--- config.mk ---
export PLATFORM = sky130hd
export DESIGN_NAME = aging_node_table_flat
export DESIGN_NICKNAME = d
export VERILOG_FILES = /design/src/rtl/ant_pkg.sv /design/src/rtl/ant_if.sv /design/src/rtl/ant_cfg.sv /design/src/rtl/ant_mem.sv /design/src/rtl/ant_engine.sv /design/src/rtl/aging_node_table.sv /design/src/flat_wrapper.sv
export SDC_FILE = /design/constraint.sdc
export NUM_CORES = 2
export LEC_CHECK = 0
export ABC_AREA = 1
export BUFFER_PORTS_ARGS = -buffer_cell sky130_fd_sc_hd__buf_2
export CORE_MARGIN = 5
export CORE_UTILIZATION = 45
export CTS_CLUSTER_SIZE = 14
export DETAILED_ROUTE_END_ITERATION = 16
export GPL_ROUTABILITY_DRIVEN = 0
export HOLD_SLACK_MARGIN = 0.02
export PLACE_DENSITY = 0.64
export SLEW_MARGIN = 20
export SYNTH_ARGS = -nofsm -noshare
export SYNTH_HDL_FRONTEND = slang
export SYNTH_SLANG_ARGS = --single-unit
--- constraint.sdc ---
create_clock -name clk -period 11.2 [get_ports clk]
set_input_delay 3.36 -clock clk [delete_from_list [all_inputs] [get_ports clk]]
set_output_delay 3.36 -clock clk [all_outputs]
set_load 0.05 [all_outputs]
--- src/rtl/ant_pkg.sv ---
// Shared types and constants for the aging node table.
`default_nettype none
package ant_pkg;

  localparam int CFG_AW = 3;
  localparam int CFG_DW = 32;

  typedef logic [CFG_AW-3:0] reg_idx_t;
  localparam reg_idx_t REG_TIMEOUT = '0;
  localparam logic [31:0] TIMEOUT_RESET = 32'd3600;

  typedef logic [1:0]  kind_t;
  typedef logic [63:0] serial_t;
  typedef logic [15:0] address_t;
  typedef logic [31:0] stamp_t;

  localparam kind_t KIND_UPDATE = 2'd0;
  localparam kind_t KIND_PURGE  = 2'd1;
  localparam kind_t KIND_LOOKUP = 2'd2;

  typedef struct packed {
    serial_t  serial;
    address_t address;
    stamp_t   stamp;
  } entry_t;

endpackage
`default_nettype wire

--- src/rtl/ant_if.sv ---
// Request and result channel interfaces of the aging node table.
`default_nettype none
interface ant_in_if;
  import ant_pkg::*;
  logic     valid;
  logic     ready;
  kind_t    kind;
  serial_t  node_serial;
  address_t node_address;
  stamp_t   now;

  modport source (output valid, kind, node_serial, node_address, now, input ready);
  modport sink   (input valid, kind, node_serial, node_address, now, output ready);
endinterface

interface ant_out_if;
  import ant_pkg::*;
  logic     valid;
  logic     ready;
  logic     found;
  address_t found_address;

  modport source (output valid, found, found_address, input ready);
  modport sink   (input valid, found, found_address, output ready);
endinterface
`default_nettype wire

--- src/rtl/ant_cfg.sv ---
// APB-style register port holding the purge timeout.
`default_nettype none
module ant_cfg (
  input  logic                         clk,
  input  logic                         rst_n,
  input  logic                         cfg_psel,
  input  logic                         cfg_penable,
  input  logic                         cfg_pwrite,
  input  logic [ant_pkg::CFG_AW-1:0]   cfg_paddr,
  input  logic [ant_pkg::CFG_DW-1:0]   cfg_pwdata,
  output logic [ant_pkg::CFG_DW-1:0]   cfg_prdata,
  output logic                         cfg_pready,
  output ant_pkg::stamp_t              timeout
);
  import ant_pkg::*;

  stamp_t   timeout_r;
  reg_idx_t widx;
  logic     wr_hit;

  assign widx       = cfg_paddr[CFG_AW-1:2];
  assign cfg_pready = 1'b1;
  assign wr_hit     = cfg_psel && cfg_penable && cfg_pwrite && cfg_pready
                      && (widx == REG_TIMEOUT);
  assign cfg_prdata = (widx == REG_TIMEOUT) ? timeout_r : '0;
  assign timeout    = timeout_r;

  always_ff @(posedge clk) begin
    if (!rst_n) begin
      timeout_r <= TIMEOUT_RESET;
    end else if (wr_hit) begin
      timeout_r <= cfg_pwdata;
    end
  end

endmodule
`default_nettype wire

--- src/rtl/ant_mem.sv ---
// Node table memory: one write port, one registered read port.
`default_nettype none
module ant_mem #(
  parameter int TABLE_DEPTH = 16,
  parameter int IW          = 4
) (
  input  logic            clk,
  input  logic            wr_en,
  input  logic [IW-1:0]   wr_idx,
  input  ant_pkg::entry_t wr_data,
  input  logic            rd_en,
  input  logic [IW-1:0]   rd_idx,
  output ant_pkg::entry_t rd_data
);
  import ant_pkg::*;

  entry_t mem [TABLE_DEPTH];

  always_ff @(posedge clk) begin
    if (wr_en) begin
      mem[wr_idx] <= wr_data;
    end
    if (rd_en) begin
      rd_data <= mem[rd_idx];
    end
  end

endmodule
`default_nettype wire

--- src/rtl/ant_engine.sv ---
// Sequencer: clears the table, scans it per operation and writes back.
`default_nettype none
module ant_engine #(
  parameter int TABLE_DEPTH = 16,
  parameter int IW          = 4,
  parameter int CW          = 5
) (
  input  logic            clk,
  input  logic            rst_n,
  input  ant_pkg::stamp_t timeout,
  ant_in_if.sink          in_ch,
  ant_out_if.source       out_ch,
  output logic            rd_en,
  output logic [IW-1:0]   rd_idx,
  input  ant_pkg::entry_t rd_data,
  output logic            wr_en,
  output logic [IW-1:0]   wr_idx,
  output ant_pkg::entry_t wr_data
);
  import ant_pkg::*;

  typedef enum logic [2:0] {S_CLEAR, S_IDLE, S_SCAN, S_WRITE, S_DONE} state_t;

  state_t   state_r;
  logic [CW-1:0] cnt_r;
  logic     rv_r;
  logic [IW-1:0] ridx_r;
  kind_t    kind_r;
  serial_t  serial_r;
  address_t addr_r;
  stamp_t   now_r;
  logic     hit_r;
  logic [IW-1:0] hit_idx_r;
  address_t hit_addr_r;
  logic     emp_r;
  logic [IW-1:0] emp_idx_r;
  logic     old_v_r;
  logic [IW-1:0] old_idx_r;
  stamp_t   old_age_r;
  logic     out_valid_r;
  logic     found_r;
  address_t faddr_r;

  stamp_t   age;
  logic     match;
  logic     used;
  logic     scan_end;
  logic [IW-1:0] victim;

  assign age      = now_r - rd_data.stamp;
  assign used     = rd_data.serial != '0;
  assign match    = rv_r && (serial_r != '0) && (rd_data.serial == serial_r);
  assign scan_end = (cnt_r == CW'(TABLE_DEPTH)) && !rv_r;
  assign victim   = hit_r ? hit_idx_r : (emp_r ? emp_idx_r : old_idx_r);

  assign in_ch.ready          = (state_r == S_IDLE);
  assign out_ch.valid         = out_valid_r;
  assign out_ch.found         = found_r;
  assign out_ch.found_address = faddr_r;

  always_comb begin
    rd_en   = (state_r == S_SCAN) && (cnt_r < CW'(TABLE_DEPTH));
    rd_idx  = cnt_r[IW-1:0];
    wr_en   = 1'b0;
    wr_idx  = cnt_r[IW-1:0];
    wr_data = '0;
    case (state_r)
      S_CLEAR: begin
        wr_en = 1'b1;
      end
      S_SCAN: begin
        wr_idx = ridx_r;
        wr_en  = rv_r && (kind_r == KIND_PURGE) && used && (age > timeout);
      end
      S_WRITE: begin
        wr_idx  = victim;
        wr_en   = serial_r != '0;
        wr_data = '{serial: serial_r, address: addr_r, stamp: now_r};
      end
      default: begin
      end
    endcase
  end

  always_ff @(posedge clk) begin
    if (!rst_n) begin
      state_r     <= S_CLEAR;
      cnt_r       <= '0;
      rv_r        <= 1'b0;
      hit_r       <= 1'b0;
      emp_r       <= 1'b0;
      old_v_r     <= 1'b0;
      out_valid_r <= 1'b0;
    end else begin
      if (out_ch.ready && (state_r != S_DONE)) begin
        out_valid_r <= 1'b0;
      end
      rv_r   <= rd_en;
      ridx_r <= rd_idx;
      case (state_r)
        S_CLEAR: begin
          cnt_r <= cnt_r + 1'b1;
          if (cnt_r == CW'(TABLE_DEPTH - 1)) begin
            cnt_r   <= '0;
            state_r <= S_IDLE;
          end
        end
        S_IDLE: begin
          if (in_ch.valid) begin
            kind_r   <= in_ch.kind;
            serial_r <= in_ch.node_serial;
            addr_r   <= in_ch.node_address;
            now_r    <= in_ch.now;
            cnt_r    <= '0;
            hit_r    <= 1'b0;
            emp_r    <= 1'b0;
            old_v_r  <= 1'b0;
            if (in_ch.kind inside {KIND_UPDATE, KIND_PURGE, KIND_LOOKUP}) begin
              state_r <= S_SCAN;
            end else begin
              state_r <= S_DONE;
            end
          end
        end
        S_SCAN: begin
          if (rd_en) begin
            cnt_r <= cnt_r + 1'b1;
          end
          if (rv_r) begin
            if (match && !hit_r) begin
              hit_r      <= 1'b1;
              hit_idx_r  <= ridx_r;
              hit_addr_r <= rd_data.address;
            end
            if (!used && !emp_r) begin
              emp_r     <= 1'b1;
              emp_idx_r <= ridx_r;
            end
            if (!old_v_r || (age > old_age_r)) begin
              old_v_r   <= 1'b1;
              old_idx_r <= ridx_r;
              old_age_r <= age;
            end
          end
          if (scan_end) begin
            state_r <= (kind_r == KIND_UPDATE) ? S_WRITE : S_DONE;
          end
        end
        S_WRITE: begin
          state_r <= S_DONE;
        end
        S_DONE: begin
          if (!out_valid_r || out_ch.ready) begin
            out_valid_r <= 1'b1;
            found_r     <= (kind_r == KIND_LOOKUP) && hit_r;
            faddr_r     <= ((kind_r == KIND_LOOKUP) && hit_r) ? hit_addr_r : '0;
            state_r     <= S_IDLE;
          end
        end
        default: begin
          state_r <= S_IDLE;
        end
      endcase
    end
  end

endmodule
`default_nettype wire

--- src/rtl/aging_node_table.sv ---
// Flow: each request scans every entry in S_SCAN, then S_DONE loads the result;
// update adds S_WRITE for its write-back; the unused kind goes straight to S_DONE.
// One request at a time: a new word is accepted the cycle after the result is loaded,
// and a result still held in the output register stalls S_DONE until it is taken.
// Reset: a sweep over every entry clears the table, input ready low; timeout 3600 s.
`default_nettype none
module aging_node_table #(
  parameter int TABLE_DEPTH = 16
) (
  input  logic                       clk,
  input  logic                       rst_n,
  ant_in_if.sink                     in_ch,
  ant_out_if.source                  out_ch,
  input  logic                       cfg_psel,
  input  logic                       cfg_penable,
  input  logic                       cfg_pwrite,
  input  logic [ant_pkg::CFG_AW-1:0] cfg_paddr,
  input  logic [ant_pkg::CFG_DW-1:0] cfg_pwdata,
  output logic [ant_pkg::CFG_DW-1:0] cfg_prdata,
  output logic                       cfg_pready
);
  import ant_pkg::*;

  localparam int IW = (TABLE_DEPTH > 1) ? $clog2(TABLE_DEPTH) : 1;
  localparam int CW = $clog2(TABLE_DEPTH + 1);

  stamp_t        timeout;
  logic          rd_en;
  logic [IW-1:0] rd_idx;
  entry_t        rd_data;
  logic          wr_en;
  logic [IW-1:0] wr_idx;
  entry_t        wr_data;

  ant_cfg u_cfg (
    .clk        (clk),
    .rst_n      (rst_n),
    .cfg_psel   (cfg_psel),
    .cfg_penable(cfg_penable),
    .cfg_pwrite (cfg_pwrite),
    .cfg_paddr  (cfg_paddr),
    .cfg_pwdata (cfg_pwdata),
    .cfg_prdata (cfg_prdata),
    .cfg_pready (cfg_pready),
    .timeout    (timeout)
  );

  ant_mem #(
    .TABLE_DEPTH(TABLE_DEPTH),
    .IW         (IW)
  ) u_mem (
    .clk    (clk),
    .wr_en  (wr_en),
    .wr_idx (wr_idx),
    .wr_data(wr_data),
    .rd_en  (rd_en),
    .rd_idx (rd_idx),
    .rd_data(rd_data)
  );

  ant_engine #(
    .TABLE_DEPTH(TABLE_DEPTH),
    .IW         (IW),
    .CW         (CW)
  ) u_engine (
    .clk    (clk),
    .rst_n  (rst_n),
    .timeout(timeout),
    .in_ch  (in_ch),
    .out_ch (out_ch),
    .rd_en  (rd_en),
    .rd_idx (rd_idx),
    .rd_data(rd_data),
    .wr_en  (wr_en),
    .wr_idx (wr_idx),
    .wr_data(wr_data)
  );

endmodule
`default_nettype wire

--- src/flat_wrapper.sv ---
// flat-port wrapper written by rule: the top's interface ports become plain ports
module aging_node_table_flat import ant_pkg::*;
#(
  parameter int TABLE_DEPTH = 16
)
  (clk, rst_n, cfg_psel, cfg_penable, cfg_pwrite, cfg_paddr, cfg_pwdata, cfg_prdata, cfg_pready, in_ch_valid, in_ch_kind, in_ch_node_serial, in_ch_node_address, in_ch_now, in_ch_ready, out_ch_valid, out_ch_found, out_ch_found_address, out_ch_ready);
  ant_in_if in_ch_i ();
  ant_out_if out_ch_i ();
  input  logic clk;
  input  logic rst_n;
  input  logic cfg_psel;
  input  logic cfg_penable;
  input  logic cfg_pwrite;
  input  logic [ant_pkg::CFG_AW-1:0] cfg_paddr;
  input  logic [ant_pkg::CFG_DW-1:0] cfg_pwdata;
  output logic [ant_pkg::CFG_DW-1:0] cfg_prdata;
  output logic cfg_pready;
  input wire logic [$bits(in_ch_i.valid)-1:0] in_ch_valid;
  input wire logic [$bits(in_ch_i.kind)-1:0] in_ch_kind;
  input wire logic [$bits(in_ch_i.node_serial)-1:0] in_ch_node_serial;
  input wire logic [$bits(in_ch_i.node_address)-1:0] in_ch_node_address;
  input wire logic [$bits(in_ch_i.now)-1:0] in_ch_now;
  output wire logic [$bits(in_ch_i.ready)-1:0] in_ch_ready;
  output wire logic [$bits(out_ch_i.valid)-1:0] out_ch_valid;
  output wire logic [$bits(out_ch_i.found)-1:0] out_ch_found;
  output wire logic [$bits(out_ch_i.found_address)-1:0] out_ch_found_address;
  input wire logic [$bits(out_ch_i.ready)-1:0] out_ch_ready;
  assign in_ch_i.valid = in_ch_valid;
  assign in_ch_i.kind = in_ch_kind;
  assign in_ch_i.node_serial = in_ch_node_serial;
  assign in_ch_i.node_address = in_ch_node_address;
  assign in_ch_i.now = in_ch_now;
  assign in_ch_ready = in_ch_i.ready;
  assign out_ch_valid = out_ch_i.valid;
  assign out_ch_found = out_ch_i.found;
  assign out_ch_found_address = out_ch_i.found_address;
  assign out_ch_i.ready = out_ch_ready;
  aging_node_table #(.TABLE_DEPTH(TABLE_DEPTH)) u_core (.clk(clk), .rst_n(rst_n), .in_ch(in_ch_i), .out_ch(out_ch_i), .cfg_psel(cfg_psel), .cfg_penable(cfg_penable), .cfg_pwrite(cfg_pwrite), .cfg_paddr(cfg_paddr), .cfg_pwdata(cfg_pwdata), .cfg_prdata(cfg_prdata), .cfg_pready(cfg_pready));
endmodule
==> summary.txt <==
CRITICAL PATH
------------------------------------------------------------------------------------------
Top cell by count, worst path                                                 sky130_fd_sc_hd__buf_2
Worst EP arrival                                                                   4.17 ns
Start-to-end type of the worst setup path                                     input pin to output pin
List of cells traversed by the critical path                                  buf_2 > nor2_1 > buf_2
Endpoint type of the worst setup path                                           output pin
Critical Path Max Stage Delay                                                      0.44 ns
Worst path slowest cell                                                       sky130_fd_sc_hd__buf_2
Startpoint kind of the worst setup timing path                                   input pin
Required @ worst endpoint                                                          7.84 ns
Crit Path Max Fanout                                                                    33

TIMING
------------------------------------------------------------------------------------------
Clock period minus final worst setup slack                                         7.53 ns
Slew @ Worst Pin                                                                   1.18 ns
Number of hold violations in the final report                                            0
Final setup vio count                                                                    0
Slew Limit Headroom                                                                  0.215
Total negative slack for setup checks                                                 0 ns
Pins over their slew limit                                                               0
Maximum operating frequency                                                      0.133 GHz
Worst hold margin                                                                 0.413 ns
Final critical-path share of the clock period                                        0.672
RSZ-0062 raised after global routing                                                    no
Setup Skew                                                                       0.0449 ns

SYNTH
------------------------------------------------------------------------------------------
Ranking of synthesized cells by area                                          sky130_fd_sc_hd__edfxtp_1, sky130_fd_sc_hd__o21ai_0, sky130_fd_sc_hd__nor2_1
Number of distinct library cells after synthesis                                        51
Sequential fraction of the synthesis area                                            0.741
Combined area of all synthesized cells                                         86300 sq um
Flip-flop and latch count after synthesis                                             2144
Top cell type's share of synthesized area                                            0.731
Syn Inst Count                                                                        6575
Count of flip-flops with a built-in enable after synthesis                            2099
Leading area contributor after synthesis                                      sky130_fd_sc_hd__edfxtp_1
Predominant post-synthesis flop cell                                          sky130_fd_sc_hd__edfxtp_1
Most used standard cells in the synthesized netlist                           sky130_fd_sc_hd__edfxtp_1, sky130_fd_sc_hd__nor2_1, sky130_fd_sc_hd__o21ai_0
Average cell area after synthesis                                               13.1 sq um
Most used standard cell by instance count after synthesis                     sky130_fd_sc_hd__edfxtp_1
Count of yosys warnings during synthesis                                                 0
Number of nets in the synthesized netlist                                             6831
Share of synthesized flip-flops with an asynchronous set or reset                        0

GRT
------------------------------------------------------------------------------------------
Number of global-route vias before repair                                            53217
Global-route wire length before repair                                        339000 microns
Largest net degree at the start of global routing                                      254
Remaining Overflow, GRT                                                                  0
Total track usage                                                                    0.225
Initial antenna violation count                                                          6

CLOCK NETWORK
------------------------------------------------------------------------------------------
Post-cts sizing count                                                                    0
# clock sinks                                                                         2144
Level count of the clock H-tree                                                          4
Maximum count of clock buffers along a single path                                       3
Count of buffers added by post-CTS timing repair for setup                               0
Latest clock arrival within the worst-skew pair                                    0.86 ns
Count of hold-fix buffers inserted at cts                                                0
Root buffer cell                                                              sky130_fd_sc_hd__clkbuf_16
Clock edge transition at the registers on the reported setup and hold paths        0.06 ns
CTS tree                                                                             built
CTS Buf Count                                                                          211

HOLD PATH
------------------------------------------------------------------------------------------
Hold WC Path Type                                                             flop to flop

PLACEMENT
------------------------------------------------------------------------------------------
Placement Cell Area                                                            89700 sq um
Number of buffer cells added on primary ports                                          204
Detailed-placement wirelength estimate                                        120000 microns

FLOORPLANNING
------------------------------------------------------------------------------------------
Die extent in x                                                                448 microns
Die boundary height                                                            448 microns
Initial cell density of the core                                                     0.453
Core ar.                                                                      190000 sq um
Die Area                                                                      201000 sq um
Cell row count                                                                         160
Number of ports placed on the die boundary                                             208

PWR
------------------------------------------------------------------------------------------
Switching power share of the total                                                   0.227
Total power after layout                                                           16.7 mW
Maximum resistive drop on vdd                                                       161 uV
Relative contribution of combinational cells to total power                          0.061
Share of power burned in the clock network                                           0.403
Cell-internal power                                                                12.9 mW
Proportion of power drawn by flip-flops and latches                                  0.535
Power dissipated by switching net loads                                            3.80 mW
Pwr dens                                                                       174 nW/um^2
Leakage power                                                                      30.1 nW

DETAILED ROUTING
------------------------------------------------------------------------------------------
DR WL/cell                                                                    24.7 microns
Vias per Instance                                                                     5.88
Post-detailed-routing wire length                                             231000 microns
Detailed-route DRC error count                                                           0
Drt initial violations                                                                6391
TritonRoute pass-1 iters                                                                 6
ANT nets after route                                                                     0
Via count                                                                            55044

FINISH
------------------------------------------------------------------------------------------
Number of nets in the layout                                                          6938
Layout overhead on the synthesized area                                              11.7%
Post-route core utilization                                                          0.506
Design Area, Final                                                             96300 sq um
Fraction of final layout cells with drive strength greater than 1                   0.0941
Fill cell count                                                                      15926

JOB
------------------------------------------------------------------------------------------
Reported max-cap violation count                                                         0

OUTCOME
------------------------------------------------------------------------------------------
Outcome                                                                       complete, no violations

## flip-flops by register name, summed over array words and instances (netlist names), 5 cells and up
register and cells:
u_core.u_mem.mem 1792, u_core.u_mem.rd_data 112, u_core.u_engine.serial_r 64, u_core.u_cfg.timeout 32, u_core.u_engine.now_r 32, u_core.u_engine.old_age_r 32
u_core.u_engine.addr_r 16, u_core.u_engine.hit_addr_r 16, u_core.u_engine.out_ch.found_address 16, u_core.u_engine.cnt_r 5
## area by class of cell
class                           instances  area (sq um)  area share
Clock buffer                          266          5540      0.0575
Multi-Input combinational cell       3667         19400       0.202
Timing Repair Buffer                  299          1870      0.0194
Tap cell                             2511          3140      0.0326
Clock inverter                        121          1030      0.0107
Inverter                              359          1380      0.0143
Antenna cell                            2          5.00   0.0000520
Sequential cell                      2144         63900       0.664
## power groups by stage
stage / Sequential [mW] / Clock, mW / Combinational [mW]
2_1_floorplan: 9.13 / 0 / 0.675
3_3_place_gp: 9.12 / 0 / 0.996
3_5_place_dp: 9.12 / 0 / 1.02
4_1_cts: 8.95 / 6.85 / 1.03
5_1_grt: 8.96 / 7.19 / 1.13
6_report: 8.96 / 6.75 / 1.03
## per-stage QoR
stage	setup slack [ns]	instances
after floorplan	1.98	6575
after global placement	3.71	8977
after detailed placement	3.67	8979
after CTS	3.67	9366
after global routing	3.61	9367
final	3.67	9369
## metal layers
| layer | routed length, microns | global-route usage |
|---|---|---|
| met4 | 9890 | 0.0949 |
| met2 | 110000 | 0.368 |
| met3 | 18300 | 0.0347 |
| met5 | 23 | 0 |
| met1 | 92600 | 0.302 |
## worst paths after layout
path	start	endpoint	slack, ns	depth (start not counted)
setup / recovery	cfg_paddr[2]	cfg_prdata[28]	3.67	3
setup reg to reg	u_core.u_engine.now_r[0]	u_core.u_mem.mem[13][64]	4.72	23
hold / removal	u_core.u_mem.rd_data[40]	u_core.u_engine.hit_addr_r[8]	0.41	0
hold reg to reg	u_core.u_mem.rd_data[40]	u_core.u_engine.hit_addr_r[8]	0.41	0
## cell usage in the layout, fill, tap and decap left out, types with 17 or more instances in the layout
cell type	instances
sky130_fd_sc_hd__buf_4	85
sky130_fd_sc_hd__o211ai_1	145
sky130_fd_sc_hd__o22ai_1	165
sky130_fd_sc_hd__o21ai_0	915
sky130_fd_sc_hd__nor3_1	22
sky130_fd_sc_hd__nand2_1	375
sky130_fd_sc_hd__o221ai_1	312
sky130_fd_sc_hd__dfxtp_1	41
sky130_fd_sc_hd__a21oi_4	17
sky130_fd_sc_hd__clkbuf_16	212
sky130_fd_sc_hd__nand3_1	130
sky130_fd_sc_hd__buf_2	204
sky130_fd_sc_hd__a21oi_1	105
sky130_fd_sc_hd__nand4_1	34
sky130_fd_sc_hd__clkinv_1	46
sky130_fd_sc_hd__clkbuf_1	51
sky130_fd_sc_hd__edfxtp_1	2099
sky130_fd_sc_hd__xor2_1	23
sky130_fd_sc_hd__inv_1	344
sky130_fd_sc_hd__o21ai_1	54
sky130_fd_sc_hd__nor2_1	1200
sky130_fd_sc_hd__clkinv_2	41
sky130_fd_sc_hd__ha_1	99
## worst max-delay path, delay by kind of cell
kind | cells | cell delay (ns)
buffers and inverters | 2 | 0.67
and+or+nand+nor | 1 | 0.11
## cells by family (layout without fill, tap and decap cells)
group                    count (synthesis)  in the layout  share of synthesized area
adder cells (fa/ha/maj)                100            100                     0.0146
XOR/XNOR                                33             33                    0.00335
buffers and inverters                  764           1045                     0.0357
AO/OA/AOI/OAI                         1747           1747                      0.123
flip-flops                            2144           2144                      0.741
other                                    1              3                  0.0000435
AND/OR/NAND/NOR                       1786           1786                     0.0821
No activity file was read; power rests on OpenSTA's default activity.
